## src/wfrm_pkg.sv

```systemverilog
// Shared constants for the windowed frame rate meter.
// No dependencies; used by every module of the block.
`timescale 1ns / 1ps

package wfrm_pkg;

    localparam int HISTORY_DEPTH_DEF = 10;    // ring entries, window is one less
    localparam int TS_W              = 32;    // timestamp width
    localparam int SUM_W             = 36;    // window sum width, wraps
    localparam int FPS_W             = 14;    // result width
    localparam int FPS_MAX           = 16383; // saturation value of the result
    localparam int FPS_SCALE         = 1000;  // milliseconds per second
    localparam int QUEUE_DEPTH       = 2;     // jobs between front and back

endpackage

```

## src/wfrm_front.sv

```systemverilog
// Front end: takes frame beats, keeps the difference ring and the running
// window count and sum, and issues one division job per frame. Uses wfrm_pkg.
`timescale 1ns / 1ps

module wfrm_front #(
    parameter int HISTORY_DEPTH = wfrm_pkg::HISTORY_DEPTH_DEF
) (
    input  logic                                       i_clk,
    input  logic                                       i_rst_n,
    input  logic                                       i_valid,
    output logic                                       o_ready,
    input  logic [wfrm_pkg::TS_W-1:0]                  i_timestamp_ms,
    output logic                                       o_push,
    output logic [$clog2(HISTORY_DEPTH)+wfrm_pkg::SUM_W-1:0] o_job,
    input  logic                                       i_full
);

    localparam int SLOT_W = $clog2(HISTORY_DEPTH);
    localparam int CNT_W  = $clog2(HISTORY_DEPTH);
    localparam int TS_W   = wfrm_pkg::TS_W;
    localparam int SUM_W  = wfrm_pkg::SUM_W;

    localparam logic [1:0] F_IDLE = 2'd0;
    localparam logic [1:0] F_READ = 2'd1;
    localparam logic [1:0] F_PUSH = 2'd2;

    logic [1:0]       r_state, n_state;
    logic [TS_W-1:0]  r_prev;
    logic [TS_W-1:0]  r_diff;
    logic [TS_W-1:0]  r_rd;
    logic [SLOT_W-1:0] r_slot;
    logic [CNT_W-1:0] r_count;
    logic [SUM_W-1:0] r_sum;
    logic             r_full;
    logic [TS_W-1:0]  r_ring [HISTORY_DEPTH];

    logic             accept;
    logic [SLOT_W-1:0] next_slot;
    logic [TS_W-1:0]  diff_w;
    logic             win_full;

    assign o_ready   = (r_state == F_IDLE);
    assign accept    = i_valid && o_ready;
    assign next_slot = (r_slot == SLOT_W'(HISTORY_DEPTH - 1)) ? '0 : r_slot + 1'b1;
    assign diff_w    = i_timestamp_ms - r_prev;
    assign win_full  = (r_count == CNT_W'(HISTORY_DEPTH - 1));
    assign o_push    = (r_state == F_PUSH) && !i_full;
    assign o_job     = {r_count, r_sum};

    always_comb begin
        n_state = r_state;
        unique case (r_state)
            F_IDLE:  if (accept) n_state = F_READ;
            F_READ:  n_state = F_PUSH;
            F_PUSH:  if (!i_full) n_state = F_IDLE;
            default: n_state = F_IDLE;
        endcase
    end

    // Ring: write the new difference, read the oldest one (next slot).
    always_ff @(posedge i_clk) begin
        if (accept) begin
            r_ring[r_slot] <= diff_w;
            r_rd           <= r_ring[next_slot];
        end
    end

    always_ff @(posedge i_clk) begin
        if (accept) begin
            r_diff <= diff_w;
            r_full <= win_full;
        end
    end

    always_ff @(posedge i_clk) begin
        if (!i_rst_n) begin
            r_state <= F_IDLE;
            r_prev  <= '0;
            r_slot  <= '0;
            r_count <= '0;
            r_sum   <= '0;
        end else begin
            r_state <= n_state;
            if (accept) begin
                r_prev <= i_timestamp_ms;
                r_slot <= next_slot;
            end
            if (r_state == F_READ) begin
                r_sum <= r_sum + SUM_W'(r_diff) - (r_full ? SUM_W'(r_rd) : '0);
                if (!r_full) r_count <= r_count + 1'b1;
            end
        end
    end

`ifndef SYNTH
    a_count_range: assert property (@(posedge i_clk) disable iff (!i_rst_n)
        r_count <= CNT_W'(HISTORY_DEPTH - 1))
        else $error("window count beyond depth");
    a_slot_range: assert property (@(posedge i_clk) disable iff (!i_rst_n)
        r_slot <= SLOT_W'(HISTORY_DEPTH - 1))
        else $error("write slot beyond ring");
    a_accept_read: assert property (@(posedge i_clk) disable iff (!i_rst_n)
        accept |=> r_state == F_READ)
        else $error("accepted beat did not start ring read");
    a_read_push: assert property (@(posedge i_clk) disable iff (!i_rst_n)
        r_state == F_READ |=> r_state == F_PUSH && $stable(r_prev))
        else $error("sum update not followed by job push");
`endif

endmodule

```

## src/wfrm_queue.sv

```systemverilog
// Small register queue of division jobs between front and back.
// Uses wfrm_pkg for its depth.
`timescale 1ns / 1ps

module wfrm_queue #(
    parameter int WIDTH = 8
) (
    input  logic             i_clk,
    input  logic             i_rst_n,
    input  logic             i_push,
    input  logic [WIDTH-1:0] i_data,
    output logic             o_full,
    output logic             o_valid,
    input  logic             i_pop,
    output logic [WIDTH-1:0] o_data
);

    localparam int DEPTH = wfrm_pkg::QUEUE_DEPTH;
    localparam int PTR_W = $clog2(DEPTH);
    localparam int CNT_W = $clog2(DEPTH + 1);

    logic [WIDTH-1:0] r_mem [DEPTH];
    logic [PTR_W-1:0] r_wptr;
    logic [PTR_W-1:0] r_rptr;
    logic [CNT_W-1:0] r_cnt;
    logic             do_push;
    logic             do_pop;

    assign o_full  = (r_cnt == CNT_W'(DEPTH));
    assign o_valid = (r_cnt != '0);
    assign o_data  = r_mem[r_rptr];
    assign do_push = i_push && !o_full;
    assign do_pop  = i_pop && o_valid;

    always_ff @(posedge i_clk) begin
        if (do_push) r_mem[r_wptr] <= i_data;
    end

    always_ff @(posedge i_clk) begin
        if (!i_rst_n) begin
            r_wptr <= '0;
            r_rptr <= '0;
            r_cnt  <= '0;
        end else begin
            if (do_push) r_wptr <= (r_wptr == PTR_W'(DEPTH - 1)) ? '0 : r_wptr + 1'b1;
            if (do_pop)  r_rptr <= (r_rptr == PTR_W'(DEPTH - 1)) ? '0 : r_rptr + 1'b1;
            if (do_push && !do_pop)      r_cnt <= r_cnt + 1'b1;
            else if (do_pop && !do_push) r_cnt <= r_cnt - 1'b1;
        end
    end

endmodule

```

## src/wfrm_back.sv

```systemverilog
// Back end: bit-serial restoring divider for 1000*count/sum with zero
// and saturation handling, and the output register. Uses wfrm_pkg.
`timescale 1ns / 1ps

module wfrm_back #(
    parameter int HISTORY_DEPTH = wfrm_pkg::HISTORY_DEPTH_DEF
) (
    input  logic                                       i_clk,
    input  logic                                       i_rst_n,
    input  logic                                       i_q_valid,
    output logic                                       o_pop,
    input  logic [$clog2(HISTORY_DEPTH)+wfrm_pkg::SUM_W-1:0] i_job,
    output logic                                       o_valid,
    input  logic                                       i_ready,
    output logic [wfrm_pkg::FPS_W-1:0]                 o_fps
);

    localparam int CNT_W  = $clog2(HISTORY_DEPTH);
    localparam int SUM_W  = wfrm_pkg::SUM_W;
    localparam int FPS_W  = wfrm_pkg::FPS_W;
    localparam int NUM_W  = $clog2(wfrm_pkg::FPS_SCALE * (HISTORY_DEPTH - 1) + 1);
    localparam int STEP_W = $clog2(NUM_W);
    localparam int QX_W   = (NUM_W > FPS_W) ? NUM_W : FPS_W;

    localparam logic [1:0] B_IDLE = 2'd0;
    localparam logic [1:0] B_DIV  = 2'd1;
    localparam logic [1:0] B_DONE = 2'd2;

    logic [1:0]        r_state, n_state;
    logic [SUM_W-1:0]  r_div;
    logic [SUM_W-1:0]  r_rem;
    logic [NUM_W-1:0]  r_quo;
    logic [STEP_W-1:0] r_step;
    logic              r_zero;
    logic              r_out_valid;
    logic [FPS_W-1:0]  r_out;

    logic [CNT_W-1:0]  job_cnt;
    logic [SUM_W-1:0]  job_sum;
    logic [SUM_W:0]    trial;
    logic              q_bit;
    logic              out_free;
    logic [FPS_W-1:0]  result;

    assign job_cnt  = i_job[CNT_W+SUM_W-1:SUM_W];
    assign job_sum  = i_job[SUM_W-1:0];
    assign o_pop    = (r_state == B_IDLE) && i_q_valid;
    assign trial    = {r_rem, r_quo[NUM_W-1]};
    assign q_bit    = (trial >= {1'b0, r_div});
    assign out_free = !r_out_valid || i_ready;
    assign o_valid  = r_out_valid;
    assign o_fps    = r_out;

    always_comb begin
        if (r_zero) begin
            result = '0;
        end else if (QX_W'(r_quo) > QX_W'(wfrm_pkg::FPS_MAX)) begin
            result = FPS_W'(wfrm_pkg::FPS_MAX);
        end else begin
            result = FPS_W'(r_quo);
        end
    end

    always_comb begin
        n_state = r_state;
        unique case (r_state)
            B_IDLE:  if (i_q_valid) n_state = B_DIV;
            B_DIV:   if (r_step == STEP_W'(NUM_W - 1)) n_state = B_DONE;
            B_DONE:  if (out_free) n_state = B_IDLE;
            default: n_state = B_IDLE;
        endcase
    end

    // Divider datapath: dividend bits shift out of r_quo as quotient bits enter.
    always_ff @(posedge i_clk) begin
        if (o_pop) begin
            r_div  <= job_sum;
            r_zero <= (job_sum == '0);
            r_quo  <= NUM_W'(job_cnt * wfrm_pkg::FPS_SCALE);
            r_rem  <= '0;
            r_step <= '0;
        end else if (r_state == B_DIV) begin
            r_rem  <= q_bit ? SUM_W'(trial - {1'b0, r_div}) : SUM_W'(trial);
            r_quo  <= {r_quo[NUM_W-2:0], q_bit};
            r_step <= r_step + 1'b1;
        end
    end

    always_ff @(posedge i_clk) begin
        if ((r_state == B_DONE) && out_free) r_out <= result;
    end

    always_ff @(posedge i_clk) begin
        if (!i_rst_n) begin
            r_state     <= B_IDLE;
            r_out_valid <= 1'b0;
        end else begin
            r_state <= n_state;
            if ((r_state == B_DONE) && out_free) r_out_valid <= 1'b1;
            else if (i_ready)                    r_out_valid <= 1'b0;
        end
    end

endmodule

```

## src/windowed_frame_rate_meter.sv

```systemverilog
// Windowed frame rate meter: fps = floor(1000*count/sum) over the last
// HISTORY_DEPTH-1 frame intervals. A beat passes the front's read and push states,
// the job queue, the divider's NUM_W quotient bits (14 at the default depth) and
// the output register. The front takes new beats while the divider is busy.
// Reset (i_rst_n low, synchronous) clears the timestamp, window and job queue;
// the difference ring is not cleared, no entry's value is used before it is written.
`timescale 1ns / 1ps

module windowed_frame_rate_meter #(
    parameter int HISTORY_DEPTH = wfrm_pkg::HISTORY_DEPTH_DEF
) (
    input  logic                        i_clk,
    input  logic                        i_rst_n,
    // Frame event channel
    input  logic                        i_valid,
    output logic                        o_ready,
    input  logic [wfrm_pkg::TS_W-1:0]   i_timestamp_ms,
    // Result channel
    output logic                        o_valid,
    input  logic                        i_ready,
    output logic [wfrm_pkg::FPS_W-1:0]  o_frames_per_second
);

    // Job word: window count on top, 36-bit window sum below.
    localparam int JOB_W = $clog2(HISTORY_DEPTH) + wfrm_pkg::SUM_W;

    logic             front_push;
    logic [JOB_W-1:0] front_job;
    logic             q_full;
    logic             q_valid;
    logic             back_pop;
    logic [JOB_W-1:0] q_job;

    // Front: accepts a beat, forms the wrapping difference, updates the ring
    // (write new, read oldest), then updates count and sum and pushes a job.
    // It handles one beat at a time and only stalls when the queue is full.
    wfrm_front #(
        .HISTORY_DEPTH (HISTORY_DEPTH)
    ) u_front (
        .i_clk          (i_clk),
        .i_rst_n        (i_rst_n),
        .i_valid        (i_valid),
        .o_ready        (o_ready),
        .i_timestamp_ms (i_timestamp_ms),
        .o_push         (front_push),
        .o_job          (front_job),
        .i_full         (q_full)
    );

    // Two-entry job queue decouples front and divider stalls.
    wfrm_queue #(
        .WIDTH (JOB_W)
    ) u_queue (
        .i_clk   (i_clk),
        .i_rst_n (i_rst_n),
        .i_push  (front_push),
        .i_data  (front_job),
        .o_full  (q_full),
        .o_valid (q_valid),
        .i_pop   (back_pop),
        .o_data  (q_job)
    );

    // Back: one quotient bit per cycle, zero-sum and saturation at the end,
    // result held in the output register until taken.
    wfrm_back #(
        .HISTORY_DEPTH (HISTORY_DEPTH)
    ) u_back (
        .i_clk     (i_clk),
        .i_rst_n   (i_rst_n),
        .i_q_valid (q_valid),
        .o_pop     (back_pop),
        .i_job     (q_job),
        .o_valid   (o_valid),
        .i_ready   (i_ready),
        .o_fps     (o_frames_per_second)
    );

endmodule
```

## config.mk

```make
export PLATFORM = sky130hd
export DESIGN_NAME = windowed_frame_rate_meter
export DESIGN_NICKNAME = d
export VERILOG_FILES = /design/src/wfrm_pkg.sv /design/src/wfrm_front.sv /design/src/wfrm_queue.sv /design/src/wfrm_back.sv /design/src/windowed_frame_rate_meter.sv
export SDC_FILE = /design/constraint.sdc
export NUM_CORES = 1
export LEC_CHECK = 0
export BUFFER_PORTS_ARGS = -buffer_cell sky130_fd_sc_hd__buf_2
export CORE_ASPECT_RATIO = 2
export CORE_MARGIN = 2
export CORE_UTILIZATION = 40
export CTS_BUF_LIST = sky130_fd_sc_hd__clkbuf_16
export DETAILED_ROUTE_END_ITERATION = 10
export GPL_TIMING_DRIVEN = 0
export HOLD_SLACK_MARGIN = 0.06
export PLACE_DENSITY = 0.56
export SYNTH_ARGS = -nofsm -noshare
export SYNTH_HDL_FRONTEND = slang
export SYNTH_HIERARCHICAL = 1
export SYNTH_SLANG_ARGS = --single-unit
```

## constraint.sdc

```tcl
create_clock -name i_clk -period 5.4 [get_ports i_clk]
set_input_delay 1.62 -clock i_clk [delete_from_list [all_inputs] [get_ports i_clk]]
set_output_delay 1.62 -clock i_clk [all_outputs]
set_load 0.1 [all_outputs]
```

==> results.sh <==
export IMPL_gp_congestion=0.878
export IMPL_die_w_um=203
export IMPL_ys_types=86
export IMPL_cp_end_kind="register"
export IMPL_cpMaxStageDelayCell="a2111oi_1"
export IMPL_fmax_mhz=190
export IMPL_yosys_area_top_type="edfxtp_1"
export IMPL_hold_worst_slack_ns=0.457
export IMPL_hold_violations=0
export IMPL_synth_nets=2702
export IMPL_arrival_ns=5.57
export IMPL_vias=19400
export IMPL_wirelength_um=73400
export IMPL_track_usage=0.183
export IMPL_dieArea_sq_um=81800
export IMPL_tightest_slew_ns=1.32
export IMPL_status="finished, final reports clean"
export IMPL_crit_path_frequent_cell="inv_1"
export IMPL_dp_cells=3613
export IMPL_synthFlopType="edfxtp_1"
export IMPL_synth_edf_count=527
export IMPL_start_util=0.402
export IMPL_worstPathRequired_ns=5.70
export IMPL_drive_above_1_share=0.135
export IMPL_clkTransAtPathRegs_ns=0.06
export IMPL_drtIter0Drc=941
export IMPL_yosys_warnings=6
export IMPL_cts_tree="done"
export IMPL_yosysSeqAreaShare=0.580
export IMPL_seq_area_sq_um=18400
export IMPL_crit_type="input port to register"
export IMPL_async_flop_share=0
export IMPL_synthTopCellsByArea="edfxtp_1 50%, dfxtp_1 8.1%, ha_1 4.8%, mux4_2 4.5%, inv_1 2.9%"
export IMPL_multi_input_area_sq_um=12000
export IMPL_setup_violations=0
export IMPL_portBuffers=51
export IMPL_rsz0062_at_grt="no"
export IMPL_clock_sinks=656
export IMPL_regToRegSetupSlack_ns=0.61
export IMPL_fin_worst_skew_ns=0.0705
export IMPL_avgSynthCellArea_sq_um=12.7
export IMPL_detail_route_antenna_nets=0
export IMPL_start_kind="input port"
export IMPL_synth_seq_cells=656
export IMPL_rows=146
export IMPL_numCtsBuffers=60
export IMPL_relSlewSlack=0.113
export IMPL_grt_max_degree=37
export IMPL_netlist_area_sq_um=31700
export IMPL_grt_pass1_vias=20700
export IMPL_synthDominantCellAreaShare=0.498
export IMPL_wl_per_cell_um=19.7
export IMPL_fin_crit_sh=0.974
export IMPL_max_stage_delay_ns=0.88
export IMPL_dr_pass1_iters=5
export IMPL_nets=2838
export IMPL_hold_path_class="register to register"
export IMPL_worstPathCellList="buf_2, inv_1, ha_1, fa_1, nor2b_1, o21ai_1, a21boi_1, o31ai_1, a2111oi_1, o22ai_1, o21a_1, inv_1, a21oi_1, xnor2_1"
export IMPL_path_max_fanout=11
export IMPL_layout_cells_non_filler=3725
export IMPL_clk_path_buf_depth=3
export IMPL_fp_coreArea_sq_um=78900
export IMPL_ioPinCount=52
export IMPL_grt_pass1_wl_um=115000
export IMPL_antenna_found_initial=1
export IMPL_syn_inst=2503
export IMPL_via_per_inst=5.21
export IMPL_gr_total_overflow=0
export IMPL_cap_violations=0
export IMPL_slew_viol_final=0
export IMPL_path_buf_inv=3
export IMPL_cts_hold_buffers=0
export IMPL_die_h_um=402
export IMPL_tns_ns=0
export IMPL_fin_crit_ns=5.26
export IMPL_critical_path_top_delay_family="compound AO/OA/AOI/OAI gates"
export IMPL_fillCellCount=7224
export IMPL_insertion_delay_ns=0.66
export IMPL_vdd_drop_max_mv=0.274
export IMPL_remaining_drc_errors=0
export IMPL_cts_root_buf="clkbuf_16"
export IMPL_syn_to_final_growth_pct=12.5
export IMPL_p_leak_nw=13.1
export IMPL_power_density_nw_per_um2=426
export IMPL_place_hpwl_um=56900
export IMPL_htreeDepth=2
export IMPL_postCtsSetupBuffers=0
stage by stage:
stage	instance area, sq um	setup slack (ns)	utilization	total power, mW
floorplan	31800	0.297	-	9.88
global placement	33300	-1.98	0.422	11.1
detailed placement	33800	-0.754	0.428	11.2
CTS	35700	0.173	0.452	15.4
global route	35700	0.00100	0.453	16.1
finish	35700	0.138	0.453	15.2
routing by layer:
layer,part of all wire,vias up,wire length [um],global-route usage
met5,0,-,0,0
li1,-,9389,-,-
met1,0.33,9494,24500,0.169
met2,0.59,353,43000,0.375
met4,0.054,0,3960,0.0949
met3,0.026,166,1910,0.0229
state kept, by name, indices dropped and copies added (netlist names), named ones only:
name             cells
u_front/r_ring     320
u_queue/r_mem       80
u_back/r_div        36
u_back/r_rem        36
u_front/r_sum       36
u_front/r_diff      32
u_front/r_prev      32
u_front/r_rd        32
u_back/o_fps        14
u_back/r_quo        14
u_back/r_step        4
u_front/r_count      4
u_front/r_slot       4
u_back/r_state       2
u_front/r_state      2
u_queue/r_cnt        2
u_back/o_valid       1
u_back/r_zero        1
u_front/r_full       1
u_queue/r_rptr       1
u_queue/r_wptr       1
layout make-up:
type | instances | area share
inverter | 245 | 0.0257
clock buffer | 62 | 0.0434
timing repair buffer | 74 | 0.0179
clock inverter | 49 | 0.0107
buffer | 107 | 0.0139
sequential | 656 | 0.515
tap | 1036 | 0.0363
multi-input combinational | 1495 | 0.337
antenna | 1 | 0.0000701
cells by family (layout without fill, tap and decap cells):
| kind of cell | after synthesis | in the layout | share of synthesized area |
|---|---|---|---|
| compound gates | 556 | 556 | 0.118 |
| xor+xnor | 103 | 103 | 0.0284 |
| fa+ha+maj | 163 | 163 | 0.0739 |
| buf+inv | 352 | 537 | 0.0445 |
| flops | 656 | 656 | 0.580 |
| mux | 140 | 140 | 0.0709 |
| other cells | 0 | 1 | 0 |
| simple gates | 533 | 533 | 0.0849 |
synthesized netlist by cell type (32+ instances only):
library cell,instances
a21boi_0,44
edfxtp_1,527
nor2b_1,64
and2_1,61
inv_1,243
nand3_1,32
fa_1,41
a21oi_1,132
nor2_1,76
xor2_1,43
a21o_1,62
nand2_1,179
clkbuf_1,63
mux2i_1,36
dfxtp_1,129
a211oi_1,39
o21ai_0,90
mux4_2,64
xnor2_1,60
mux2_2,40
ha_1,122
path summary, 6_finish.rpt:
| check | cells after the start | to | start |
|---|---|---|---|
| hold reg to reg | 0 | u_queue/r_mem[1][15] | u_front/r_sum[15] |
| setup / recovery | 14 | u_front/r_diff[26] | i_timestamp_ms[0] |
| setup reg to reg | 15 | u_front/r_sum[24] | u_front/r_full |
| hold / removal | 0 | u_queue/r_mem[1][15] | u_front/r_sum[15] |
cells in the final DEF, fill, tap and decap left out, types with 7 or more instances in the layout:
master,Yosys,routed
nor2b_1,64,64
a22o_1,11,11
and3_1,15,13
nor2_1,76,73
mux2i_1,36,36
clkbuf_16,0,62
a31oi_1,13,13
mux4_2,64,64
xor2_1,43,43
edfxtp_1,527,527
buf_2,27,79
a21o_1,62,62
a21boi_0,44,44
nor3b_1,7,7
nand2_1,179,179
clkinvlp_4,0,9
nor4_1,14,12
nand3_1,32,32
buf_6,5,15
nand4_1,20,20
o21a_1,19,19
and2_1,61,60
o21ai_0,90,90
xnor2_1,60,59
dfxtp_1,129,129
o21ai_1,27,27
clkbuf_1,63,62
inv_1,243,250
nand2b_1,22,22
a22oi_1,27,27
a21oi_1,132,132
clkinv_2,0,12
o21bai_1,11,11
mux2_2,40,40
a211oi_1,39,39
fa_1,41,41
clkinv_1,0,8
nor3_1,18,15
ha_1,122,122
repair_timing:
action / in CTS / in global routing
resized for setup: 1 / 1
pin swaps: 0 / 0
endpoints found under the hold margin: 0 / 0
setup endpoints to repair: 22 / 11
power by group:
group | internal, mW | switching, mW | leakage, nW
logic | 1.83 | 2.88 | 6.28
registers | 6.11 | 0.248 | 5.86
clock network | 2.25 | 1.92 | 0.960
worst reg2reg max path, delay by kind of cell (launching register included):
kind,cells,cell delay (ns)
flip-flops,1,0.60
buffers and inverters,2,0.36
AND/OR/NAND/NOR,2,0.37
adder cells (fa/ha/maj),2,0.99
XOR/XNOR,1,0.17
AO/OA/AOI/OAI,8,2.12
Note: power is estimated with default switching activity, not from simulation.
